### config.mk
export PLATFORM = sky130hd
export DESIGN_NAME = lru_page_list_victim_select
export DESIGN_NICKNAME = d
export VERILOG_FILES = /design/src/rtl/lrupl_pkg.sv /design/src/rtl/lrupl_ram.sv /design/src/rtl/lru_page_list_victim_select.sv
export SDC_FILE = /design/constraint.sdc
export NUM_CORES = 2
export LEC_CHECK = 0
export BUFFER_PORTS_ARGS = -buffer_cell sky130_fd_sc_hd__buf_2
export CAP_MARGIN = 20
export CORE_UTILIZATION = 65
export CTS_BUF_LIST = sky130_fd_sc_hd__clkbuf_4
export DETAILED_ROUTE_END_ITERATION = 16
export GPL_TIMING_DRIVEN = 0
export PLACE_DENSITY = 0.9
export SLEW_MARGIN = 20
export SYNTH_ARGS = -nofsm -noshare
export SYNTH_HDL_FRONTEND = slang
export SYNTH_HIERARCHICAL = 1
export SYNTH_SLANG_ARGS = --single-unit
### constraint.sdc
create_clock -name clk -period 6 [get_ports clk]
set_clock_uncertainty 0.05 [all_clocks]
set_input_delay 0.6 -clock clk [delete_from_list [all_inputs] [get_ports clk]]
set_output_delay 0.6 -clock clk [all_outputs]
set_load 0.02 [all_outputs]
### src/rtl/lrupl_pkg.sv
// ---------------------------------------------------------------------------
// lrupl_pkg
// command codes and field widths for the lru page list
// ---------------------------------------------------------------------------
`default_nettype none

package lrupl_pkg;

    localparam int CMD_W  = 3;
    localparam int SLOT_W = 5;
    localparam int ADDR_W = 32;

    localparam logic [CMD_W-1:0] CMD_INSERT = 3'd0;
    localparam logic [CMD_W-1:0] CMD_REMOVE = 3'd1;
    localparam logic [CMD_W-1:0] CMD_SET    = 3'd2;
    localparam logic [CMD_W-1:0] CMD_FIND   = 3'd3;
    localparam logic [CMD_W-1:0] CMD_VICTIM = 3'd4;

endpackage

`default_nettype wire

### src/rtl/lrupl_ram.sv
// ---------------------------------------------------------------------------
// lrupl_ram
// generic single write port ram with one registered read port
// ---------------------------------------------------------------------------
`default_nettype none

module lrupl_ram #(
    parameter int WIDTH = 8,
    parameter int DEPTH = 32
) (
    input  wire logic                                   clk,
    input  wire logic                                   we,
    input  wire logic [((DEPTH > 1) ? $clog2(DEPTH) : 1)-1:0] waddr,
    input  wire logic [WIDTH-1:0]                       wdata,
    input  wire logic [((DEPTH > 1) ? $clog2(DEPTH) : 1)-1:0] raddr,
    output logic      [WIDTH-1:0]                       rdata
);

    logic [WIDTH-1:0] mem [DEPTH];
    logic [WIDTH-1:0] rdata_reg;

    always_ff @(posedge clk)
    begin
        if (we)
        begin
            mem[waddr] <= wdata;
        end
        rdata_reg <= mem[raddr];
    end

    assign rdata = rdata_reg;

endmodule

`default_nettype wire

### src/rtl/lru_page_list_victim_select.sv
// ---------------------------------------------------------------------------
// lru_page_list_victim_select
// recency list of page slots with address lookup and victim selection
// ---------------------------------------------------------------------------
// A request is taken when start is high and busy is low; every request gives
// exactly one result on done/found/result_slot, one cycle wide, and the
// receiver cannot stall it. Links, addresses and flags live in rams with one
// write port and one registered read port, so a request runs as a short
// sequence: set flags is written from idle, remove passes through unlink,
// insert through unlink, link prev and link self, and find or victim walk
// the list with one ram read per visited entry (at most SLOTS entries). After
// reset the block clears its flag rams with busy high before it takes the
// first request.
`default_nettype none

module lru_page_list_victim_select #(
    parameter int SLOTS = 32
) (
    input  wire logic                            clk,
    input  wire logic                            rst_n,
    input  wire logic                            start,
    input  wire logic [lrupl_pkg::CMD_W-1:0]     cmd,
    input  wire logic [lrupl_pkg::SLOT_W-1:0]    slot,
    input  wire logic [lrupl_pkg::ADDR_W-1:0]    page_address,
    input  wire logic                            swapped,
    input  wire logic                            resident,
    output logic                                 busy,
    output logic                                 done,
    output logic                                 found,
    output logic      [lrupl_pkg::SLOT_W-1:0]    result_slot
);

    localparam int IDX_W = $clog2(SLOTS);
    localparam int PTR_W = $clog2(SLOTS + 1);
    localparam int WIDE  = (PTR_W > lrupl_pkg::SLOT_W) ? PTR_W : lrupl_pkg::SLOT_W;
    localparam logic [PTR_W-1:0] NONE = PTR_W'(SLOTS);
    localparam logic [IDX_W-1:0] LAST = IDX_W'(SLOTS - 1);

    typedef enum logic [2:0] {
        S_CLEAR,
        S_IDLE,
        S_UNLINK,
        S_LINK_PREV,
        S_LINK_SELF,
        S_FIND,
        S_VICTIM
    } state_t;

    state_t                          state_reg, state_next;
    logic [PTR_W-1:0]                head_reg, head_next;
    logic [PTR_W-1:0]                tail_reg, tail_next;
    logic [PTR_W-1:0]                cur_reg, cur_next;
    logic [PTR_W-1:0]                steps_reg, steps_next;
    logic [lrupl_pkg::CMD_W-1:0]     cmd_reg, cmd_next;
    logic [IDX_W-1:0]                slot_reg, slot_next;
    logic [lrupl_pkg::ADDR_W-1:0]    addr_reg, addr_next;
    logic [IDX_W-1:0]                clr_reg, clr_next;
    logic                            done_reg, done_next;
    logic                            found_reg, found_next;
    logic [lrupl_pkg::SLOT_W-1:0]    result_reg, result_next;

    logic [WIDE-1:0]                 slot_wide;
    logic [IDX_W-1:0]                slot_idx;
    logic                            slot_ok;
    logic [WIDE-1:0]                 cur_wide;

    logic [IDX_W-1:0]                rd_addr;

    logic                            next_we, prev_we, addr_we, inl_we, attr_we;
    logic [IDX_W-1:0]                next_wa, prev_wa, inl_wa, attr_wa;
    logic [PTR_W-1:0]                next_wd, prev_wd;
    logic [0:0]                      inl_wd;
    logic [1:0]                      attr_wd;

    logic [PTR_W-1:0]                next_q, prev_q;
    logic [lrupl_pkg::ADDR_W-1:0]    addr_q;
    logic [0:0]                      inl_q;
    logic [1:0]                      attr_q;

    assign slot_wide = WIDE'(slot);
    assign slot_idx  = slot_wide[IDX_W-1:0];
    assign slot_ok   = slot_wide < WIDE'(SLOTS);
    assign cur_wide  = WIDE'(cur_reg);

    lrupl_ram #(.WIDTH(PTR_W), .DEPTH(SLOTS)) u_next (
        .clk   (clk),
        .we    (next_we),
        .waddr (next_wa),
        .wdata (next_wd),
        .raddr (rd_addr),
        .rdata (next_q)
    );

    lrupl_ram #(.WIDTH(PTR_W), .DEPTH(SLOTS)) u_prev (
        .clk   (clk),
        .we    (prev_we),
        .waddr (prev_wa),
        .wdata (prev_wd),
        .raddr (rd_addr),
        .rdata (prev_q)
    );

    lrupl_ram #(.WIDTH(lrupl_pkg::ADDR_W), .DEPTH(SLOTS)) u_addr (
        .clk   (clk),
        .we    (addr_we),
        .waddr (slot_reg),
        .wdata (addr_reg),
        .raddr (rd_addr),
        .rdata (addr_q)
    );

    lrupl_ram #(.WIDTH(1), .DEPTH(SLOTS)) u_inl (
        .clk   (clk),
        .we    (inl_we),
        .waddr (inl_wa),
        .wdata (inl_wd),
        .raddr (rd_addr),
        .rdata (inl_q)
    );

    // attr bit 1 swapped, bit 0 resident
    lrupl_ram #(.WIDTH(2), .DEPTH(SLOTS)) u_attr (
        .clk   (clk),
        .we    (attr_we),
        .waddr (attr_wa),
        .wdata (attr_wd),
        .raddr (rd_addr),
        .rdata (attr_q)
    );

    always_comb
    begin
        state_next  = state_reg;
        head_next   = head_reg;
        tail_next   = tail_reg;
        cur_next    = cur_reg;
        steps_next  = steps_reg;
        cmd_next    = cmd_reg;
        slot_next   = slot_reg;
        addr_next   = addr_reg;
        clr_next    = clr_reg;
        done_next   = 1'b0;
        found_next  = 1'b0;
        result_next = '0;

        rd_addr = slot_idx;
        next_we = 1'b0;
        next_wa = slot_reg;
        next_wd = head_reg;
        prev_we = 1'b0;
        prev_wa = slot_reg;
        prev_wd = NONE;
        addr_we = 1'b0;
        inl_we  = 1'b0;
        inl_wa  = slot_reg;
        inl_wd  = 1'b0;
        attr_we = 1'b0;
        attr_wa = slot_idx;
        attr_wd = {swapped, resident};

        unique case (state_reg)
            S_CLEAR:
            begin
                inl_we   = 1'b1;
                inl_wa   = clr_reg;
                inl_wd   = 1'b0;
                attr_we  = 1'b1;
                attr_wa  = clr_reg;
                attr_wd  = 2'b00;
                clr_next = clr_reg + 1'b1;
                if (clr_reg == LAST)
                begin
                    state_next = S_IDLE;
                end
            end

            S_IDLE:
            begin
                if (start)
                begin
                    cmd_next  = cmd;
                    slot_next = slot_idx;
                    addr_next = page_address;
                    unique case (cmd)
                        lrupl_pkg::CMD_INSERT,
                        lrupl_pkg::CMD_REMOVE:
                        begin
                            if (slot_ok)
                            begin
                                state_next = S_UNLINK;
                            end
                            else
                            begin
                                done_next = 1'b1;
                            end
                        end
                        lrupl_pkg::CMD_SET:
                        begin
                            attr_we   = slot_ok;
                            done_next = 1'b1;
                        end
                        lrupl_pkg::CMD_FIND:
                        begin
                            if (head_reg == NONE)
                            begin
                                done_next = 1'b1;
                            end
                            else
                            begin
                                rd_addr    = head_reg[IDX_W-1:0];
                                cur_next   = head_reg;
                                steps_next = PTR_W'(1);
                                state_next = S_FIND;
                            end
                        end
                        lrupl_pkg::CMD_VICTIM:
                        begin
                            if (tail_reg == NONE)
                            begin
                                done_next = 1'b1;
                            end
                            else
                            begin
                                rd_addr    = tail_reg[IDX_W-1:0];
                                cur_next   = tail_reg;
                                steps_next = PTR_W'(1);
                                state_next = S_VICTIM;
                            end
                        end
                        default:
                        begin
                            done_next = 1'b1;
                        end
                    endcase
                end
            end

            S_UNLINK:
            begin
                if (inl_q[0])
                begin
                    if (prev_q < NONE)
                    begin
                        next_we = 1'b1;
                        next_wa = prev_q[IDX_W-1:0];
                        next_wd = next_q;
                    end
                    else
                    begin
                        head_next = next_q;
                    end
                    if (next_q < NONE)
                    begin
                        prev_we = 1'b1;
                        prev_wa = next_q[IDX_W-1:0];
                        prev_wd = prev_q;
                    end
                    else
                    begin
                        tail_next = prev_q;
                    end
                    inl_we = 1'b1;
                    inl_wd = 1'b0;
                end
                if (cmd_reg == lrupl_pkg::CMD_INSERT)
                begin
                    state_next = S_LINK_PREV;
                end
                else
                begin
                    done_next  = 1'b1;
                    state_next = S_IDLE;
                end
            end

            S_LINK_PREV:
            begin
                if (head_reg < NONE)
                begin
                    prev_we = 1'b1;
                    prev_wa = head_reg[IDX_W-1:0];
                    prev_wd = PTR_W'(slot_reg);
                end
                state_next = S_LINK_SELF;
            end

            S_LINK_SELF:
            begin
                next_we   = 1'b1;
                next_wd   = head_reg;
                prev_we   = 1'b1;
                prev_wd   = NONE;
                addr_we   = 1'b1;
                inl_we    = 1'b1;
                inl_wd    = 1'b1;
                head_next = PTR_W'(slot_reg);
                if (tail_reg == NONE)
                begin
                    tail_next = PTR_W'(slot_reg);
                end
                done_next  = 1'b1;
                state_next = S_IDLE;
            end

            S_FIND:
            begin
                rd_addr = next_q[IDX_W-1:0];
                if (addr_q == addr_reg)
                begin
                    done_next   = 1'b1;
                    found_next  = 1'b1;
                    result_next = cur_wide[lrupl_pkg::SLOT_W-1:0];
                    state_next  = S_IDLE;
                end
                else if (next_q >= NONE || steps_reg == NONE)
                begin
                    done_next  = 1'b1;
                    state_next = S_IDLE;
                end
                else
                begin
                    cur_next   = next_q;
                    steps_next = steps_reg + 1'b1;
                end
            end

            S_VICTIM:
            begin
                rd_addr = prev_q[IDX_W-1:0];
                if (!attr_q[1] && attr_q[0])
                begin
                    done_next   = 1'b1;
                    found_next  = 1'b1;
                    result_next = cur_wide[lrupl_pkg::SLOT_W-1:0];
                    state_next  = S_IDLE;
                end
                else if (prev_q >= NONE || steps_reg == NONE)
                begin
                    done_next  = 1'b1;
                    state_next = S_IDLE;
                end
                else
                begin
                    cur_next   = prev_q;
                    steps_next = steps_reg + 1'b1;
                end
            end

            default:
            begin
                state_next = S_IDLE;
            end
        endcase
    end

    always_ff @(posedge clk or negedge rst_n)
    begin
        if (!rst_n)
        begin
            state_reg  <= S_CLEAR;
            head_reg   <= NONE;
            tail_reg   <= NONE;
            cur_reg    <= '0;
            steps_reg  <= '0;
            cmd_reg    <= '0;
            slot_reg   <= '0;
            addr_reg   <= '0;
            clr_reg    <= '0;
            done_reg   <= 1'b0;
            found_reg  <= 1'b0;
            result_reg <= '0;
        end
        else
        begin
            state_reg  <= state_next;
            head_reg   <= head_next;
            tail_reg   <= tail_next;
            cur_reg    <= cur_next;
            steps_reg  <= steps_next;
            cmd_reg    <= cmd_next;
            slot_reg   <= slot_next;
            addr_reg   <= addr_next;
            clr_reg    <= clr_next;
            done_reg   <= done_next;
            found_reg  <= found_next;
            result_reg <= result_next;
        end
    end

    assign busy        = (state_reg != S_IDLE);
    assign done        = done_reg;
    assign found       = found_reg;
    assign result_slot = result_reg;

    a_found_with_done: assert property (@(posedge clk) disable iff (!rst_n)
        found |-> done)
        else $error("found raised without a result");

    a_ends_agree: assert property (@(posedge clk) disable iff (!rst_n)
        (head_reg == NONE) == (tail_reg == NONE))
        else $error("head and tail disagree on an empty list");

    a_walk_bound: assert property (@(posedge clk) disable iff (!rst_n)
        (state_reg == S_FIND || state_reg == S_VICTIM) |-> steps_reg <= NONE)
        else $error("list walk exceeded the slot count");

    a_no_result_while_clearing: assert property (@(posedge clk) disable iff (!rst_n)
        (state_reg == S_CLEAR) |=> !done)
        else $error("result produced during the clearing pass");

endmodule

`default_nettype wire
==> flow_metrics.env <==
export IMPL_arrival_ns=6.13
export IMPL_p_leak_nw=25.8
export IMPL_die_h_um=317
export IMPL_syn_cell_area_um2=64600
export IMPL_placed_cells=5049
export IMPL_r2r_end="u_addr/rdata[6]"
export IMPL_fin_hold_ws_ns=0.0974
export IMPL_yosys_top_cells_area="edfxtp_1, mux2i_1, mux4_2, dfrtp_1, dfxtp_1"
export IMPL_rsz0062_at_grt="false"
export IMPL_globalRoute_totalOverflow=0
export IMPL_reg2reg_from="state_reg[0]"
export IMPL_die_w_um=317
export IMPL_multiInputGateArea_um2=15600
export IMPL_dieArea_um2=101000
export IMPL_area_growth_syn_to_layout_pct=13.4
export IMPL_num_fill_cells=5053
export IMPL_core_um2=98400
export IMPL_relSlewSlack=0.211
export IMPL_post_route_period_util=0.856
export IMPL_clk_latency_ns=1.32
export IMPL_ys_seq_area_frac=0.744
export IMPL_largest_reg_flops=1024
export IMPL_first_pass_iters=7
export IMPL_synth_seq_cells=1629
export IMPL_max_cap_viol_count=0
export IMPL_syn_nets=3722
export IMPL_postCtsResizedCells=0
export IMPL_synth_top_area_frac=0.700
export IMPL_synth_most_common_cell="edfxtp_1"
export IMPL_drtIter0Drc=6319
export IMPL_async_flop_share=0.0479
export IMPL_routedWlPerCell_um=30.6
export IMPL_grt_pass1_wl_um=257000
export IMPL_row_count=115
export IMPL_power_density_nw_per_um2=470
export IMPL_status="finished, final reports clean"
export IMPL_grt_pass1_vias=40791
export IMPL_setup_viol=0
export IMPL_viasPerCell=6.86
export IMPL_h_tree_depth=5
export IMPL_final_core_util=0.744
export IMPL_antenna_found_initial=10
export IMPL_initial_core_util=0.656
export IMPL_drive_gt1_frac=0.241
export IMPL_critPathKind="reg2reg"
export IMPL_r2r_cells=12
export IMPL_worstSetupStartpoint="state_reg[0]"
export IMPL_max_freq_ghz=0.195
export IMPL_routed_wl_um=178000
export IMPL_crit_end="u_addr/rdata[6]"
export IMPL_tns_ns=0
export IMPL_num_vias=39885
export IMPL_synthCells=3673
export IMPL_synthTopCellsByCount="edfxtp_1, mux2i_1, nor2_1"
export IMPL_ys_warn_count=6
export IMPL_syn_area_per_cell_um2=17.6
export IMPL_place_gp_congestion=0.909
export IMPL_largestRegisters="u_addr/mem: 1024 flops, u_next/mem: 192 flops, u_prev/mem: 192 flops"
export IMPL_hold_viol=0
export IMPL_crit_fanout=17
export IMPL_hpwl_um=103000
export IMPL_endpoint_kind="register"
export IMPL_cts_tree="built"
export IMPL_met3_usage=0.101
export IMPL_start_kind="register"
export IMPL_hp_start="page_address[12]"
export IMPL_area_sequential_um2=48100
export IMPL_synth_edf_count=1504
export IMPL_grt_usage=0.357
export IMPL_root_buffer="clkbuf_4"
export IMPL_layout_cells_non_filler=5817
export IMPL_hold_path_class="in2reg"
export IMPL_ys_types=71
export IMPL_ir_worst_vdd_mv=0.283
export IMPL_grt_max_degree=57
export IMPL_drc=0
export IMPL_nNetsFinal=4261
export IMPL_portBuffers=52
export IMPL_grt_use_met1=0.429
export IMPL_clk_path_buf_depth=4
export IMPL_use_met2=0.570
export IMPL_ant_nets=0
export IMPL_tightest_slew_ns=1.18
export IMPL_cts_sinks=1629
export IMPL_cts_made_buffers=397
export IMPL_clkTransAtPathRegs_ns=0.07
export IMPL_synth_top_cell_by_area="edfxtp_1"
export IMPL_busiest_layer="met2"
export IMPL_synth_main_ff_cell="edfxtp_1"
export IMPL_period_needed_ns=5.14
export IMPL_reg2reg_slack_ns=0.86
export IMPL_regMostFlops="u_addr/mem"
export IMPL_cp_required_ns=7.00
export IMPL_pin_count=53
export IMPL_final_max_slew_violation_count=0
==> stage by stage <==
stage	instance area, um^2	setup WS [ns]	power [mW]
4_1_cts	73100	0.760	34.0
5_1_grt	73200	0.862	35.3
3_3_place_gp	66400	-0.867	23.9
2_1_floorplan	64600	1.57	21.1
3_5_place_dp	67500	0.418	24.5
6_report	73200	0.865	34.4
==> cell type report <==
type                       instances  area share
sequential                      1629       0.657
multi-input combinational       1840       0.213
clock buffer                     594      0.0609
timing repair buffer             140      0.0221
tap                             1287      0.0220
buffer                           188      0.0153
clock inverter                   112     0.00860
inverter                          16    0.000821
antenna                           11    0.000376
==> layout by cell type, fill, tap and decap left out, drive strengths merged, types with 7 or more instances in the layout <==
cell type    count
or3b            15
a31oi           44
or3              7
mux2i          570
nand2          171
nor2b           10
clkbuf         668
clkinv          98
mux2            63
nand3b          26
and3             9
diode           11
nor3            38
dfrtp           76
a21o             8
edfxtp        1504
nor4            11
a22o            83
nand3          122
dlygate4sd3     48
xor2            32
a21oi          116
and2            11
a22oi          115
o21ai           22
nor2           186
buf            206
inv             18
dfxtp           47
nand2b          13
mux4           120
==> worst min path at each step <==
stage | to | depth (start not counted)
after floorplan | addr_reg[0] | 0
after global placement | tail_reg[5] | 2
after detailed placement | cmd_reg[1] | 2
after CTS | addr_reg[12] | 3
after global routing | addr_reg[6] | 3
final | addr_reg[12] | 3
==> report_power, final <==
group          internal (mW)  switching [mW]  total [mW]
logic                   3.25            5.89        9.14
clock network           4.78            4.54        9.32
registers               14.4            1.51        15.9
total                   22.4            11.9        34.4
==> per-layer routing <==
layer / up-vias / share of wire
li1: 15880 / -
met2: 3748 / 0.48
met1: 19332 / 0.32
met3: 909 / 0.13
met5: - / 0.0013
met4: 16 / 0.072
==> worst max-delay path, stage by stage (launching register included) <==
cell	delay, ns
dfrtp_1	0.36
buf_4	0.18
inv_2	0.08
nor2_1	0.30
clkbuf_1	0.50
a22o_1	0.30
a22o_1	0.90
or2_2	0.26
clkbuf_1	0.57
clkbuf_1	0.61
nor3_1	0.21
a31oi_1	0.45
nand3_1	0.16
==> kinds of logic after synthesis <==
| family | Yosys count | share of synthesized area |
|---|---|---|
| flops | 1629 | 0.744 |
| fa+ha+maj | 4 | 0.000775 |
| simple gates | 638 | 0.0467 |
| mux | 753 | 0.141 |
| compound gates | 410 | 0.0438 |
| xor+xnor | 35 | 0.00475 |
| buf+inv | 204 | 0.0182 |
==> timing repair <==
| action | in CTS | in global routing |
|---|---|---|
| endpoints found under the hold margin | 123 | 0 |
| hold buffers | 49 | 0 |
| endpoints found under the setup margin | 0 | 0 |
| buffers inserted | 0 | 0 |
Power figures use the tool's default switching activity.
